[src/phth_pkg.sv]
// Package for the packet head/tail history block.
// Shared sizes, register indexes and the packed history entry type. No dependencies.
`timescale 1ns / 1ps
`default_nettype none

package phth_pkg;

  // History depth and the widths derived from it
  localparam int MAX_ROWS   = 16;
  localparam int ROW_IDX_W  = (MAX_ROWS > 1) ? $clog2(MAX_ROWS) : 1;
  localparam int ROW_CNT_W  = $clog2(MAX_ROWS + 1);

  // Row and field widths
  localparam int MAX_LENGTH = 32;
  localparam int LEN_W      = 6;
  localparam int ROWS_W     = 5;
  localparam int BYTE_W     = 8;
  localparam int ROWNUM_W   = 6;

  // Configuration port
  localparam int APB_AW     = 3;
  localparam int APB_DW     = 32;

  // Register indexes (paddr[2])
  localparam logic REG_ROW_LENGTH   = 1'b0;
  localparam logic REG_HISTORY_ROWS = 1'b1;

  // Register reset values
  localparam logic [LEN_W-1:0]  ROW_LENGTH_RST   = LEN_W'(8);
  localparam logic [ROWS_W-1:0] HISTORY_ROWS_RST = ROWS_W'(16);

  typedef struct packed {
    logic [MAX_LENGTH-1:0] head;
    logic [MAX_LENGTH-1:0] tail;
  } hist_entry_t;

endpackage : phth_pkg

`default_nettype wire

[src/phth_ifs.sv]
// Valid/ready channel interfaces for the packet head/tail history block.
// Depends on phth_pkg for field widths.
`timescale 1ns / 1ps
`default_nettype none

interface phth_in_if;
  import phth_pkg::*;

  logic              valid;
  logic              ready;
  logic [BYTE_W-1:0] sample_byte;
  logic              end_of_packet;

  modport source (output valid, output sample_byte, output end_of_packet, input ready);
  modport sink   (input valid, input sample_byte, input end_of_packet, output ready);
endinterface : phth_in_if

interface phth_out_if;
  import phth_pkg::*;

  logic                  valid;
  logic                  ready;
  logic [MAX_LENGTH-1:0] head_row;
  logic [MAX_LENGTH-1:0] tail_row;
  logic [ROWNUM_W-1:0]   row_number;
  logic                  last_row;

  modport source (output valid, output head_row, output tail_row, output row_number,
                  output last_row, input ready);
  modport sink   (input valid, input head_row, input tail_row, input row_number,
                  input last_row, output ready);
endinterface : phth_out_if

`default_nettype wire

[src/packet_head_tail_history.sv]
// Packet head/tail history: top level.
// Depends on phth_pkg and the channel interfaces in phth_ifs.sv.
`timescale 1ns / 1ps
`default_nettype none

// Each input beat carries one packet byte, reduced to one bit (nonzero is 1).
// Bytes without an end mark are taken at one beat per cycle. The beat marked
// end_of_packet stores the packet's head row (first row_length bits, zero
// filled) and tail row (last row_length bits, MSB-aligned when the packet
// is short) into a circular history of up to history_rows entries, dropping
// the oldest entry when full, and then every stored row is sent out oldest
// first, row_number counting from 0 and last_row marking the newest row.
// The history lives in one single-port-read memory with a registered read, so
// each stored row is read out in turn, ST_READ sending the address and then
// ST_LOAD moving the data into the output register, waiting while the sink
// stalls; input is held off from the end-of-packet beat until the newest row
// sits in the output register.
// Writing either configuration register clears the history and drops the
// packet in progress. Registers: row_length at byte address 0 (0 acts as 1,
// above 32 acts as 32), history_rows at byte address 4 (0 acts as 1, above
// 16 acts as 16). No clearing pass runs after reset.
module packet_head_tail_history (
  input  wire                          clk,
  input  wire                          rst_n,
  phth_in_if.sink                      in_bus,
  phth_out_if.source                   out_bus,
  input  wire                          cfg_psel,
  input  wire                          cfg_penable,
  input  wire                          cfg_pwrite,
  input  wire  [phth_pkg::APB_AW-1:0]  cfg_paddr,
  input  wire  [phth_pkg::APB_DW-1:0]  cfg_pwdata,
  output logic [phth_pkg::APB_DW-1:0]  cfg_prdata,
  output logic                         cfg_pready
);
  import phth_pkg::*;

  typedef enum logic [1:0] {
    ST_IDLE,   // taking bytes
    ST_READ,   // history address out to memory
    ST_LOAD    // read data back, move into output register
  } state_t;

  state_t state_r;

  // Configuration registers
  logic [LEN_W-1:0]  row_length_r;
  logic [ROWS_W-1:0] history_rows_r;

  // Per-packet capture
  logic [MAX_LENGTH-1:0] head_r, tail_r;
  logic [LEN_W-1:0]      count_r;

  // History bookkeeping
  logic [ROW_CNT_W-1:0] held_r;
  logic [ROW_IDX_W-1:0] ptr_r;
  logic [ROW_CNT_W-1:0] n_r;    // rows in the current readout run
  logic [ROW_CNT_W-1:0] k_r;    // readout position

  // Output register
  logic                  out_valid_r;
  logic [MAX_LENGTH-1:0] out_head_r, out_tail_r;
  logic [ROWNUM_W-1:0]   out_rownum_r;
  logic                  out_last_r;

  // History memory
  hist_entry_t          mem [MAX_ROWS];
  hist_entry_t          rdata_r;
  logic                 wr_en, rd_en;
  logic [ROW_IDX_W-1:0] wr_addr, rd_addr;
  hist_entry_t          wr_data;

  // ---------------------------------------------------------------
  // Config port
  // ---------------------------------------------------------------
  logic cfg_wr;
  assign cfg_wr     = cfg_psel & cfg_penable & cfg_pwrite;
  assign cfg_pready = 1'b1;

  always_comb begin
    case (cfg_paddr[2])
      REG_ROW_LENGTH:   cfg_prdata = APB_DW'(row_length_r);
      REG_HISTORY_ROWS: cfg_prdata = APB_DW'(history_rows_r);
      default:          cfg_prdata = '0;
    endcase
  end

  // ---------------------------------------------------------------
  // Effective settings
  // ---------------------------------------------------------------
  logic [LEN_W-1:0]      len_eff;
  logic [ROW_CNT_W-1:0]  rows_eff;
  logic [MAX_LENGTH-1:0] len_mask;

  always_comb begin
    if (row_length_r == '0)
      len_eff = LEN_W'(1);
    else if (int'(row_length_r) > MAX_LENGTH)
      len_eff = LEN_W'(MAX_LENGTH);
    else
      len_eff = row_length_r;

    if (history_rows_r == '0)
      rows_eff = ROW_CNT_W'(1);
    else if (int'(history_rows_r) > MAX_ROWS)
      rows_eff = ROW_CNT_W'(MAX_ROWS);
    else
      rows_eff = ROW_CNT_W'(history_rows_r);

    // len_eff is 1..32, so the shift is 0..31
    len_mask = {MAX_LENGTH{1'b1}} >> (LEN_W'(MAX_LENGTH) - len_eff);
  end

  // ---------------------------------------------------------------
  // Capture update for the beat in flight
  // ---------------------------------------------------------------
  logic                  in_fire, eop_fire, sample_bit;
  logic [MAX_LENGTH-1:0] head_upd, tail_upd, bit_word;
  logic [LEN_W-1:0]      count_upd;

  assign in_bus.ready = (state_r == ST_IDLE);
  assign in_fire      = in_bus.valid & in_bus.ready;
  assign eop_fire     = in_fire & in_bus.end_of_packet;
  assign sample_bit   = |in_bus.sample_byte;
  assign bit_word     = MAX_LENGTH'(sample_bit);

  always_comb begin
    head_upd  = head_r;
    count_upd = count_r;
    if (count_r < len_eff) begin
      head_upd  = head_r | (bit_word << count_r);
      count_upd = count_r + LEN_W'(1);
    end
    tail_upd = ((tail_r >> 1) | (bit_word << (len_eff - LEN_W'(1)))) & len_mask;
  end

  // ---------------------------------------------------------------
  // Slot for the new row, new occupancy, readout address
  // ---------------------------------------------------------------
  logic [ROW_CNT_W:0]   slot_sum, slot_wrap, rd_sum, rd_wrap;
  logic                 full;
  logic [ROW_CNT_W-1:0] held_new;
  logic [ROW_IDX_W-1:0] ptr_new;

  always_comb begin
    full      = (held_r >= rows_eff);
    slot_sum  = (ROW_CNT_W+1)'(ptr_r) + (ROW_CNT_W+1)'(held_r);
    slot_wrap = (slot_sum >= (ROW_CNT_W+1)'(rows_eff))
              ? slot_sum - (ROW_CNT_W+1)'(rows_eff) : slot_sum;
    if (full) begin
      wr_addr  = ptr_r;
      held_new = rows_eff;
      ptr_new  = ((ROW_CNT_W+1)'(ptr_r) + 1'b1 >= (ROW_CNT_W+1)'(rows_eff))
               ? '0 : ptr_r + ROW_IDX_W'(1);
    end else begin
      wr_addr  = ROW_IDX_W'(slot_wrap);
      held_new = held_r + ROW_CNT_W'(1);
      ptr_new  = ptr_r;
    end

    rd_sum  = (ROW_CNT_W+1)'(ptr_r) + (ROW_CNT_W+1)'(k_r);
    rd_wrap = (rd_sum >= (ROW_CNT_W+1)'(rows_eff))
            ? rd_sum - (ROW_CNT_W+1)'(rows_eff) : rd_sum;
    rd_addr = ROW_IDX_W'(rd_wrap);
  end

  assign wr_en   = eop_fire & ~cfg_wr;
  assign wr_data = '{head: head_upd, tail: tail_upd};
  assign rd_en   = (state_r == ST_READ);

  // ---------------------------------------------------------------
  // History memory: one write, one registered read
  // ---------------------------------------------------------------
  always_ff @(posedge clk) begin
    if (wr_en) begin
      mem[wr_addr] <= wr_data;
    end
    if (rd_en) begin
      rdata_r <= mem[rd_addr];
    end
  end

  // ---------------------------------------------------------------
  // Control, capture and output register
  // ---------------------------------------------------------------
  logic out_free, is_last;
  assign out_free = ~out_valid_r | out_bus.ready;
  assign is_last  = ((ROW_CNT_W+1)'(k_r) + 1'b1) == (ROW_CNT_W+1)'(n_r);

  always_ff @(posedge clk) begin
    if (!rst_n) begin
      state_r        <= ST_IDLE;
      row_length_r   <= ROW_LENGTH_RST;
      history_rows_r <= HISTORY_ROWS_RST;
      head_r         <= '0;
      tail_r         <= '0;
      count_r        <= '0;
      held_r         <= '0;
      ptr_r          <= '0;
      n_r            <= '0;
      k_r            <= '0;
      out_valid_r    <= 1'b0;
    end else begin
      // LOAD refills the output register itself when it is free
      if (out_valid_r && out_bus.ready && (state_r != ST_LOAD)) begin
        out_valid_r <= 1'b0;
      end

      case (state_r)
        ST_IDLE: begin
          // a register write wins over a beat taken in the same cycle
          if (in_fire && !cfg_wr) begin
            if (in_bus.end_of_packet) begin
              head_r  <= '0;
              tail_r  <= '0;
              count_r <= '0;
              held_r  <= held_new;
              ptr_r   <= ptr_new;
              n_r     <= held_new;
              k_r     <= '0;
              state_r <= ST_READ;
            end else begin
              head_r  <= head_upd;
              tail_r  <= tail_upd;
              count_r <= count_upd;
            end
          end
        end
        ST_READ: begin
          state_r <= ST_LOAD;
        end
        ST_LOAD: begin
          if (out_free) begin
            out_valid_r  <= 1'b1;
            out_head_r   <= rdata_r.head;
            out_tail_r   <= rdata_r.tail;
            out_rownum_r <= ROWNUM_W'(k_r);
            out_last_r   <= is_last;
            if (is_last) begin
              state_r <= ST_IDLE;
            end else begin
              k_r     <= k_r + ROW_CNT_W'(1);
              state_r <= ST_READ;
            end
          end
        end
        default: begin
          state_r <= ST_IDLE;
        end
      endcase

      // Any register write drops the packet in progress and the history
      if (cfg_wr) begin
        case (cfg_paddr[2])
          REG_ROW_LENGTH:   row_length_r   <= cfg_pwdata[LEN_W-1:0];
          REG_HISTORY_ROWS: history_rows_r <= cfg_pwdata[ROWS_W-1:0];
          default: ;
        endcase
        head_r  <= '0;
        tail_r  <= '0;
        count_r <= '0;
        held_r  <= '0;
        ptr_r   <= '0;
      end
    end
  end

  assign out_bus.valid      = out_valid_r;
  assign out_bus.head_row   = out_head_r;
  assign out_bus.tail_row   = out_tail_r;
  assign out_bus.row_number = out_rownum_r;
  assign out_bus.last_row   = out_last_r;

`ifndef SYNTHESIS
  a_held_bound: assert property (@(posedge clk) disable iff (!rst_n)
    (ROW_CNT_W+1)'(held_r) <= (ROW_CNT_W+1)'(rows_eff))
    else $error("history occupancy above configured depth");

  a_ptr_bound: assert property (@(posedge clk) disable iff (!rst_n)
    (ROW_CNT_W+1)'(ptr_r) < (ROW_CNT_W+1)'(rows_eff))
    else $error("oldest-row pointer outside configured depth");

  a_eop_starts_readout: assert property (@(posedge clk) disable iff (!rst_n)
    (eop_fire && !cfg_wr) |=> (state_r == ST_READ && held_r != '0 && k_r == '0))
    else $error("packet end did not start a readout run");

  a_load_row_number: assert property (@(posedge clk) disable iff (!rst_n)
    (state_r == ST_LOAD && out_free) |=> (out_valid_r && out_rownum_r == ROWNUM_W'($past(k_r))))
    else $error("output row number does not match readout position");

  a_last_ends_run: assert property (@(posedge clk) disable iff (!rst_n)
    (state_r == ST_LOAD && out_free && is_last) |=> (state_r == ST_IDLE && out_last_r))
    else $error("newest row did not close the readout run");
`endif

endmodule : packet_head_tail_history

`default_nettype wire
[src/flat_wrapper.sv]
// flat-port wrapper written by rule: the top's interface ports become plain ports
module packet_head_tail_history_flat import phth_pkg::*;
  (clk, rst_n, cfg_psel, cfg_penable, cfg_pwrite, cfg_paddr, cfg_pwdata, cfg_prdata, cfg_pready, in_bus_valid, in_bus_sample_byte, in_bus_end_of_packet, in_bus_ready, out_bus_valid, out_bus_head_row, out_bus_tail_row, out_bus_row_number, out_bus_last_row, out_bus_ready);
  phth_in_if in_bus_i ();
  phth_out_if out_bus_i ();
  input  wire clk;
  input  wire rst_n;
  input  wire cfg_psel;
  input  wire cfg_penable;
  input  wire cfg_pwrite;
  input  wire  [phth_pkg::APB_AW-1:0] cfg_paddr;
  input  wire  [phth_pkg::APB_DW-1:0] cfg_pwdata;
  output logic [phth_pkg::APB_DW-1:0] cfg_prdata;
  output logic cfg_pready;
  input wire logic [$bits(in_bus_i.valid)-1:0] in_bus_valid;
  input wire logic [$bits(in_bus_i.sample_byte)-1:0] in_bus_sample_byte;
  input wire logic [$bits(in_bus_i.end_of_packet)-1:0] in_bus_end_of_packet;
  output wire logic [$bits(in_bus_i.ready)-1:0] in_bus_ready;
  output wire logic [$bits(out_bus_i.valid)-1:0] out_bus_valid;
  output wire logic [$bits(out_bus_i.head_row)-1:0] out_bus_head_row;
  output wire logic [$bits(out_bus_i.tail_row)-1:0] out_bus_tail_row;
  output wire logic [$bits(out_bus_i.row_number)-1:0] out_bus_row_number;
  output wire logic [$bits(out_bus_i.last_row)-1:0] out_bus_last_row;
  input wire logic [$bits(out_bus_i.ready)-1:0] out_bus_ready;
  assign in_bus_i.valid = in_bus_valid;
  assign in_bus_i.sample_byte = in_bus_sample_byte;
  assign in_bus_i.end_of_packet = in_bus_end_of_packet;
  assign in_bus_ready = in_bus_i.ready;
  assign out_bus_valid = out_bus_i.valid;
  assign out_bus_head_row = out_bus_i.head_row;
  assign out_bus_tail_row = out_bus_i.tail_row;
  assign out_bus_row_number = out_bus_i.row_number;
  assign out_bus_last_row = out_bus_i.last_row;
  assign out_bus_i.ready = out_bus_ready;
  packet_head_tail_history u_core (.clk(clk), .rst_n(rst_n), .in_bus(in_bus_i), .out_bus(out_bus_i), .cfg_psel(cfg_psel), .cfg_penable(cfg_penable), .cfg_pwrite(cfg_pwrite), .cfg_paddr(cfg_paddr), .cfg_pwdata(cfg_pwdata), .cfg_prdata(cfg_prdata), .cfg_pready(cfg_pready));
endmodule
[config.mk]
export PLATFORM = sky130hd
export DESIGN_NAME = packet_head_tail_history_flat
export DESIGN_NICKNAME = d
export VERILOG_FILES = /design/src/phth_pkg.sv /design/src/phth_ifs.sv /design/src/packet_head_tail_history.sv /design/src/flat_wrapper.sv
export SDC_FILE = /design/constraint.sdc
export NUM_CORES = 1
export LEC_CHECK = 0
export ABC_AREA = 1
export BUFFER_PORTS_ARGS = -buffer_cell sky130_fd_sc_hd__buf_2
export CAP_MARGIN = 20
export CORE_ASPECT_RATIO = 1.2
export CORE_MARGIN = 1.5
export CORE_UTILIZATION = 35
export CTS_CLUSTER_DIAMETER = 100
export CTS_CLUSTER_SIZE = 12
export DETAILED_ROUTE_END_ITERATION = 6
export SLEW_MARGIN = 0
export SYNTH_ARGS = -nofsm -noshare
export SYNTH_HDL_FRONTEND = slang
export SYNTH_SLANG_ARGS = --single-unit
[constraint.sdc]
create_clock -name clk -period 8.9 [get_ports clk]
set_clock_uncertainty 0.2 [all_clocks]
set_input_delay 1.78 -clock clk [delete_from_list [all_inputs] [get_ports clk]]
set_output_delay 1.78 -clock clk [all_outputs]
set_load 0.02 [all_outputs]
==> results of run 1 <==
## power by group through the flow
| stage | logic, mW | clock network (mW) | registers, mW |
|---|---|---|---|
| global placement | 1.63 | 0 | 6.70 |
| floorplan | 1.09 | 0 | 6.71 |
| global route | 1.80 | 4.91 | 6.58 |
| CTS | 1.65 | 4.69 | 6.58 |
| detailed placement | 1.64 | 0 | 6.71 |
| finish | 1.64 | 4.60 | 6.58 |
## cell type report
| cell class | count | area, um^2 |
|---|---|---|
| Multi-Input combinational cell | 2757 | 13700 |
| Timing Repair Buffer | 176 | 1280 |
| Clock buffer | 168 | 3200 |
| Fill cell | 14947 | 95300 |
| Tap cell | 2093 | 2620 |
| Inverter | 992 | 3730 |
| Clock inverter | 7 | 96.3 |
| Antenna cell | 1 | 2.50 |
| Sequential cell | 1260 | 36800 |
## path summary, 6_finish.rpt
check	startpoint	endpoint	slack [ns]
setup / recovery	u_core.k_r[0]	u_core.rdata_r[6]	2.93
hold / removal	u_core.rdata_r[61]	u_core.out_bus.head_row[29]	0.22
setup reg to reg	u_core.k_r[0]	u_core.rdata_r[6]	2.93
hold reg to reg	u_core.rdata_r[61]	u_core.out_bus.head_row[29]	0.22
## sequential cells by signal, summed over array words and instances, names as in the netlist
register	flops
u_core.mem	1024
u_core.held_r	5
u_core.count_r	6
u_core.state_r	2
u_core.n_r	5
u_core.row_length_r	6
u_core.k_r	5
u_core.history_rows_r	5
u_core.out_bus.tail_row	32
u_core.tail_r	31
u_core.out_bus.head_row	32
u_core.ptr_r	4
u_core.out_bus.last_row	1
u_core.out_bus.valid	1
u_core.out_bus.row_number	5
u_core.head_r	32
u_core.rdata_r	64
## layer usage
layer	track usage [%]	routed length [um]	share of wire (%)
met5	0	0	0
met4	6.18	3910	2.7
met3	2.09	8120	5.7
met2	30.9	71000	50
met1	22.1	60200	42
## Yosys cell counts, types with 7 or more instances
cell	number
a21oi_1	117
buf_4	34
buf_2	167
buf_1	30
xor2_1	13
and2_1	7
o21ai_0	85
xnor2_1	8
nand2_1	1003
dfxtp_1	102
inv_1	988
nor3_1	12
clkbuf_1	69
nand3_1	1079
nand4_1	9
nor2_1	114
ha_1	42
edfxtp_1	1158
nand3b_1	193
## layout by cell type, fill, tap and decap left out, drive strengths merged, types with 2 or more instances in the layout
master | synthesis | layout
nor2 | 115 | 115
inv | 991 | 994
xor2 | 14 | 14
conb | 2 | 28
a21oi | 117 | 117
o22ai | 2 | 2
edfxtp | 1158 | 1158
o21bai | 6 | 6
nor4 | 2 | 2
nor3 | 13 | 13
buf | 231 | 176
ha | 42 | 42
xnor2 | 8 | 8
a211oi | 4 | 4
clkbuf | 69 | 168
nand2 | 1009 | 1009
fa | 4 | 4
o211ai | 2 | 2
nand4 | 11 | 11
nand3 | 1080 | 1080
nand3b | 193 | 193
clkinv | 1 | 4
and2 | 7 | 7
o21a | 5 | 5
or2 | 2 | 2
dfxtp | 102 | 102
o21ai | 90 | 90
## worst reg2reg max path, delay by kind of cell (launching register included)
family / cells / cell delay (ns)
adder cells (fa/ha/maj): 3 / 1.30
buffers and inverters: 3 / 1.02
flip-flops: 1 / 0.42
AND/OR/NAND/NOR: 13 / 2.72
## kinds of logic (layout without fill, tap and decap cells)
group	Yosys count	count (layout)	synth area share, %
DFF	1260	1260	66.5
other	2	29	0.0136
adders and majority gates	46	46	1.09
AOI/OAI and AO/OA	228	228	2.17
xor gates and xnor gates	22	22	0.362
and+or+nand+nor	2433	2433	20.5
buffers and inverters	1292	1343	9.37
## stage by stage
stage	worst slack [ns]	hold slack [ns]
after detailed placement	2.81	0.205
final	2.93	0.217
after floorplan	1.30	0.200
after global routing	2.54	0.223
after global placement	2.81	0.205
after CTS	2.92	0.221
==> run_results.csv, run 1 <==
group,metric,value,unit
outcome,status,"complete, no violations",
critical_path,cp_cell_sequence,"ha_1 > fa_1 > inv_1 > fa_1 > inv_1 > nand2_1 > nand3_1 > nand2_1 > nand2_1 > nand2_1 > nand3_4 > nand2_8 > nand2_8 > buf_4 > nand2_1 > nand3_1 > nand3_1 > nand3_1 > nand2_1",
hold_path,hp-class,"register to register",
critical_path,critPathRequiredTime,9.13,ns
final_layout,fin_util,39.2,%
hold_path,min_path_cells,0,
cts,clk_path_buf_depth,3,
route,via_per_inst,4.91,
cts,cts_setup_buffers,0,
placement,numPortBuffers,100,
global_routing,grtUsageTotal,17.5,%
timing,setup_tns,0,ns
placement,dp.cells,7269,
logic_synthesis,ys_seq_area_share,66.5,%
die,die-area,0.161,mm^2
logic_synthesis,synth_top_area_share,62.8,%
cts,cts_hold_buf,0,
route,final_antenna_net_count,0,
die,fp.dieW,366,um
flow_run,max-cap-violations,0,
cts,ctsResizeCount,0,
logic_synthesis,async_flop_share,0,%
pwr,pwr-share-seq,51.3,%
die,core_area,0.157,mm^2
timing,final_max_slew_viol_count,0,
logic_synthesis,ys_ff_latch,1260,
timing,setup_violations,0,
global_routing,grt_overflow_total,0,
cts,cts.clk_slew.worst_paths,0.06,ns
pwr,cellPowerDensity,209,mW/mm^2
timing,fin_crit,5.97,ns
timing,max_slew_margin,21.4,%
die,pin_count,157,
logic_synthesis,synth_warnings,0,
placement,dp_hpwl,73.0,mm
final_layout,fin_cells,7454,
pwr,power.net_switching,3.36,mW
critical_path,worstPathArrival,6.21,ns
critical_path,crit_top_cell,"nand2_1",
pwr,ir_drop,0.174,mV
route,drc,0,
logic_synthesis,synth_area,0.0554,mm^2
cts,cts_made_buffers,116,
die,die_y,439,um
cts,htreeDepth,3,
pwr,pwr-share-clk,35.9,%
global_routing,antenna_found_initial,3,
final_layout,area_delta_synth_final,11.0,%
final_layout,drive_gt1_share,6.46,%
timing,tightest_slew,1.18,ns
route,wl_per_cell,19.2,um
timing,fin_crit_sh,67.1,%
global_routing,grt_pass1_vias,35518,
pwr,p_comb_share,12.8,%
critical_path,crit_fanout,113,
critical_path,cpPeakStageDelay,0.85,ns
critical_path,cp_num_buf_inv,3,
logic_synthesis,synth_top_area_cell,"edfxtp_1",
global_routing,grt_pass1_wl,215,mm
placement,post_dp_cell_area,0.0580,mm^2
die,initial_core_util,35.3,%
logic_synthesis,postSynthCellCount,5283,
timing,fmax,167,MHz
pwr,p_leak,24.8,nW
cts,root_buffer,"clkbuf_16",
critical_path,critPathSlowestCell,"nand2_8",
critical_path,path_depth,19,
logic_synthesis,synth_edf_count,1158,
timing,hold_violations,0,
timing,rsz0062_at_grt,"false",
cts,clk_latency,0.75,ns
logic_synthesis,synthTopCellsByArea,"edfxtp_1 (63%), nand3_1 (9.8%), nand2_1 (6.8%)",
global_routing,grt_max_degree,171,
pwr,p_int,9.46,mW
logic_synthesis,synth.avg_cell_area,10.5,um^2
route,drt_iter0_markers,3214,
route,num_vias,36621,
pwr,p_sw_share,26.2,%
critical_path,end_kind,"register",
placement,place_congestion,0.856,
critical_path,critical_path.top_delay_family,"simple AND/OR/NAND/NOR gates",
cts,cts_tree,"yes",
critical_path,ff2ff_path_depth,19,
final_layout,final_area,0.0614,mm^2
logic_synthesis,synth-main-ff-cell,"edfxtp_1",
pwr,p_total,12.8,mW
cts,clkSinkCount,1260,
route,totalWireLength,143,mm
final_layout,finalNetCount,5400,
logic_synthesis,yosysUniqueCellTypes,42,
critical_path,setup.worst_path.class,"register to register",
critical_path,worstSetupStartpointType,"register",
die,rows,159,
route,drt-pass1-iter-count,6,
Power figures use the tool's default switching activity.
==> run 2, diff against run 1 <==
--- a/config.mk
+++ b/config.mk
@@ -5,7 +5,7 @@
 export SDC_FILE = /design/constraint.sdc
 export NUM_CORES = 1
 export LEC_CHECK = 0
-export ABC_AREA = 1
+export ABC_AREA = 0
 export BUFFER_PORTS_ARGS = -buffer_cell sky130_fd_sc_hd__buf_2
 export CAP_MARGIN = 20
 export CORE_ASPECT_RATIO = 1.2
==> constraint.sdc (replaced) <==
create_clock -name clk -period 5.9 [get_ports clk]
set_clock_uncertainty 0.2 [all_clocks]
set_input_delay 1.18 -clock clk [delete_from_list [all_inputs] [get_ports clk]]
set_output_delay 1.18 -clock clk [all_outputs]
set_load 0.02 [all_outputs]
==> run_results.csv, run 2 <==
group,metric,value,unit
timing,max_slew_margin,22.7,%
die,fp.dieW,361,um
cts,cts_made_buffers,115,
final_layout,layout_commonest_cell,"edfxtp_1",
critical_path,worstSetupStartpointType,"register",
die,die-area,0.156,mm^2
cts,cts_hold_buf,0,
critical_path,cp_num_buf_inv,3,
final_layout,drive_gt1_share,9.85,%
global_routing,grt_pass1_vias,35198,
final_layout,top_regs,"u_core.mem (1024), u_core.rdata_r (64)",
timing,fin_crit_sh,90.0,%
die,pin_count,157,
critical_path,cpPeakStageDelay,0.59,ns
global_routing,grtUsageTotal,18.9,%
global_routing,met3_usage,2.41,%
logic_synthesis,ys_ff_latch,1260,
timing,tightest_slew,1.16,ns
placement,dp_hpwl,77.9,mm
critical_path,critPathRequiredTime,6.17,ns
critical_path,critical_path.top_delay_family,"simple AND/OR/NAND/NOR gates",
final_layout,register_area,0.0368,mm^2
hold_path,hp-class,"register to register",
final_layout,fin_cells,6454,
logic_synthesis,synthTopCellsByArea,"edfxtp_1 (65%), nand2_1 (7.5%), a21oi_1 (5.2%)",
cts,htreeDepth,3,
cts,cts_setup_buffers,0,
die,core_area,0.153,mm^2
critical_path,ff2ff_path_depth,15,
logic_synthesis,synth_warnings,0,
global_routing,grt_pass1_wl,222,mm
timing,fin_crit,5.31,ns
critical_path,endpoint,"u_core.rdata_r[36]",
cts,ctsResizeCount,0,
logic_synthesis,synth_area,0.0538,mm^2
route,drc,3,
critical_path,cp-startpoint,"u_core.ptr_r[1]",
cts,clk_path_buf_depth,3,
critical_path,end_kind,"register",
route,drt_iter0_markers,3498,
logic_synthesis,synth-main-ff-cell,"edfxtp_1",
outcome,failed_checks,"design-rule violations",
flow_run,max-cap-violations,0,
pwr,p_total,17.2,mW
placement,dp.cells,6252,
timing,rsz0062_at_grt,"false",
pwr,p_int,13.5,mW
critical_path,cp_cell_sequence,"ha_1 > a211oi_2 > nor2_1 > or2_2 > inv_1 > ha_1 > a21oi_1 > nor2b_1 > a2111o_2 > buf_4 > mux2i_4 > nand2_2 > buf_12 > o2111ai_1 > or4_1",
final_layout,nFillCells,14053,
logic_synthesis,yosysMostFrequentCell,"edfxtp_1",
logic_synthesis,synth_top_area_share,64.6,%
cts,clkSinkCount,1260,
global_routing,antenna_found_initial,1,
pwr,pwr-share-clk,39.6,%
critical_path,crit-reg2reg-launch,"u_core.ptr_r[1]",
die,initial_core_util,35.2,%
route,num_vias,35894,
logic_synthesis,synth.avg_cell_area,12.4,um^2
global_routing,grtUsageMet2,32.7,%
placement,numPortBuffers,100,
global_routing,grt_overflow_total,0,
critical_path,crit_fanout,18,
logic_synthesis,postSynthCellCount,4329,
pwr,p_comb_share,3.5,%
route,via_per_inst,5.56,
critical_path,rrSetupSlack,0.59,ns
route,wl_per_cell,23.3,um
final_layout,area_delta_synth_final,12.5,%
logic_synthesis,ys_seq_area_share,68.4,%
route,drt-pass1-iter-count,7,
cts,cts.clk_slew.worst_paths,0.06,ns
logic_synthesis,async_flop_share,0,%
logic_synthesis,synth_top_area_cell,"edfxtp_1",
critical_path,critPathSlowestCell,"dfxtp_1",
timing,final_max_slew_viol_count,0,
critical_path,path_depth,15,
route,totalWireLength,151,mm
global_routing,grt_use_met1,24.3,%
critical_path,worstPathArrival,5.58,ns
pwr,p_leak,19.8,nW
timing,fmax,188,MHz
cts,root_buffer,"clkbuf_16",
placement,place_congestion,0.884,
route,final_antenna_net_count,0,
pwr,ir_drop,0.272,mV
global_routing,grt_max_degree,128,
timing,hold_violations,0,
critical_path,crit_top_cell,"ha_1",
logic_synthesis,synth_common_cells,"edfxtp_1 (1158), nand2_1 (1082), a21oi_1 (558)",
timing,setup_violations,0,
final_layout,largest_reg_flops,1024,
outcome,status,"finished with violations",
cts,clk_latency,0.77,ns
final_layout,multi_input_area,0.0158,mm^2
die,die_y,432,um
pwr,power.net_switching,3.68,mW
pwr,cellPowerDensity,284,mW/mm^2
critical_path,setup.worst_path.class,"register to register",
cts,cts_tree,"yes",
pwr,pwr-share-seq,56.9,%
final_layout,mostFrequentLayoutCells,"edfxtp_1 (1158), nand2_1 (1081), a21oi_1 (558)",
logic_synthesis,yosysUniqueCellTypes,72,
logic_synthesis,synth_edf_count,1158,
die,rows,157,
global_routing,busiest_layer,"met2",
final_layout,finalNetCount,4503,
final_layout,regMostFlops,"u_core.mem",
critical_path,reg2reg_to,"u_core.rdata_r[36]",
pwr,p_sw_share,21.4,%
-- run 2: layout make-up --
class	instances	area share, %
sequential	1260	60.8
multi-input combinational	2754	26.1
clock buffer	168	5.12
tap	1987	4.11
timing repair buffer	250	3.49
clock inverter	8	0.199
inverter	25	0.163
antenna	2	0.00827
-- run 2: kinds of logic (layout without fill, tap and decap cells) --
group,Yosys count,in the layout,synth area share [%]
AND/OR/NAND/NOR,1365,1365,10.5
flip-flops,1260,1260,68.4
AO/OA/AOI/OAI,1074,1074,12.5
buffers and inverters,341,451,2.86
multiplexers,216,216,4.12
adder cells (fa/ha/maj),46,46,1.13
XOR/XNOR,25,25,0.433
other,2,30,0.0140
-- run 2: worst min-delay path by stage --
stage	cells past startpoint	end	slack (ns)	start
floorplan	0	u_core.out_bus.head_row[0]	0.20	u_core.rdata_r[32]
global placement	0	u_core.out_bus.head_row[1]	0.20	u_core.rdata_r[33]
detailed placement	0	u_core.out_bus.tail_row[1]	0.21	u_core.rdata_r[1]
CTS	0	u_core.out_bus.head_row[16]	0.22	u_core.rdata_r[48]
global route	0	u_core.out_bus.tail_row[17]	0.23	u_core.rdata_r[17]
finish	0	u_core.out_bus.head_row[16]	0.22	u_core.rdata_r[48]
-- run 2: power by group through the flow --
| stage | registers [mW] | logic, mW | clock network [mW] |
|---|---|---|---|
| floorplan | 9.97 | 0.368 | 0 |
| global placement | 9.97 | 0.573 | 0 |
| detailed placement | 9.97 | 0.588 | 0 |
| CTS | 9.78 | 0.590 | 6.93 |
| global route | 9.78 | 0.641 | 7.24 |
| finish | 9.78 | 0.596 | 6.81 |
-- run 2: per-layer routing --
metal | routed length, um | share of wire [%] | vias to the layer above
met1 | 61600 | 41 | 17969
met4 | 4620 | 3.1 | 0
li1 | - | - | 16163
met5 | 0 | 0 | -
met3 | 10000 | 6.6 | 298
met2 | 74400 | 49 | 1464
-- run 2: through the flow --
step	TNS, ns	setup WS (ns)	utilization (%)	hold WS, ns	instance area (um^2)
after CTS	0	0.535	39.5	0.219	60300
after global placement	0	0.449	37.4	0.204	57000
after floorplan	-486.23	-0.920	-	0.200	53900
after detailed placement	0	0.576	37.4	0.207	57100
final	0	0.588	39.6	0.216	60500
after global routing	0	0.273	39.6	0.226	60500
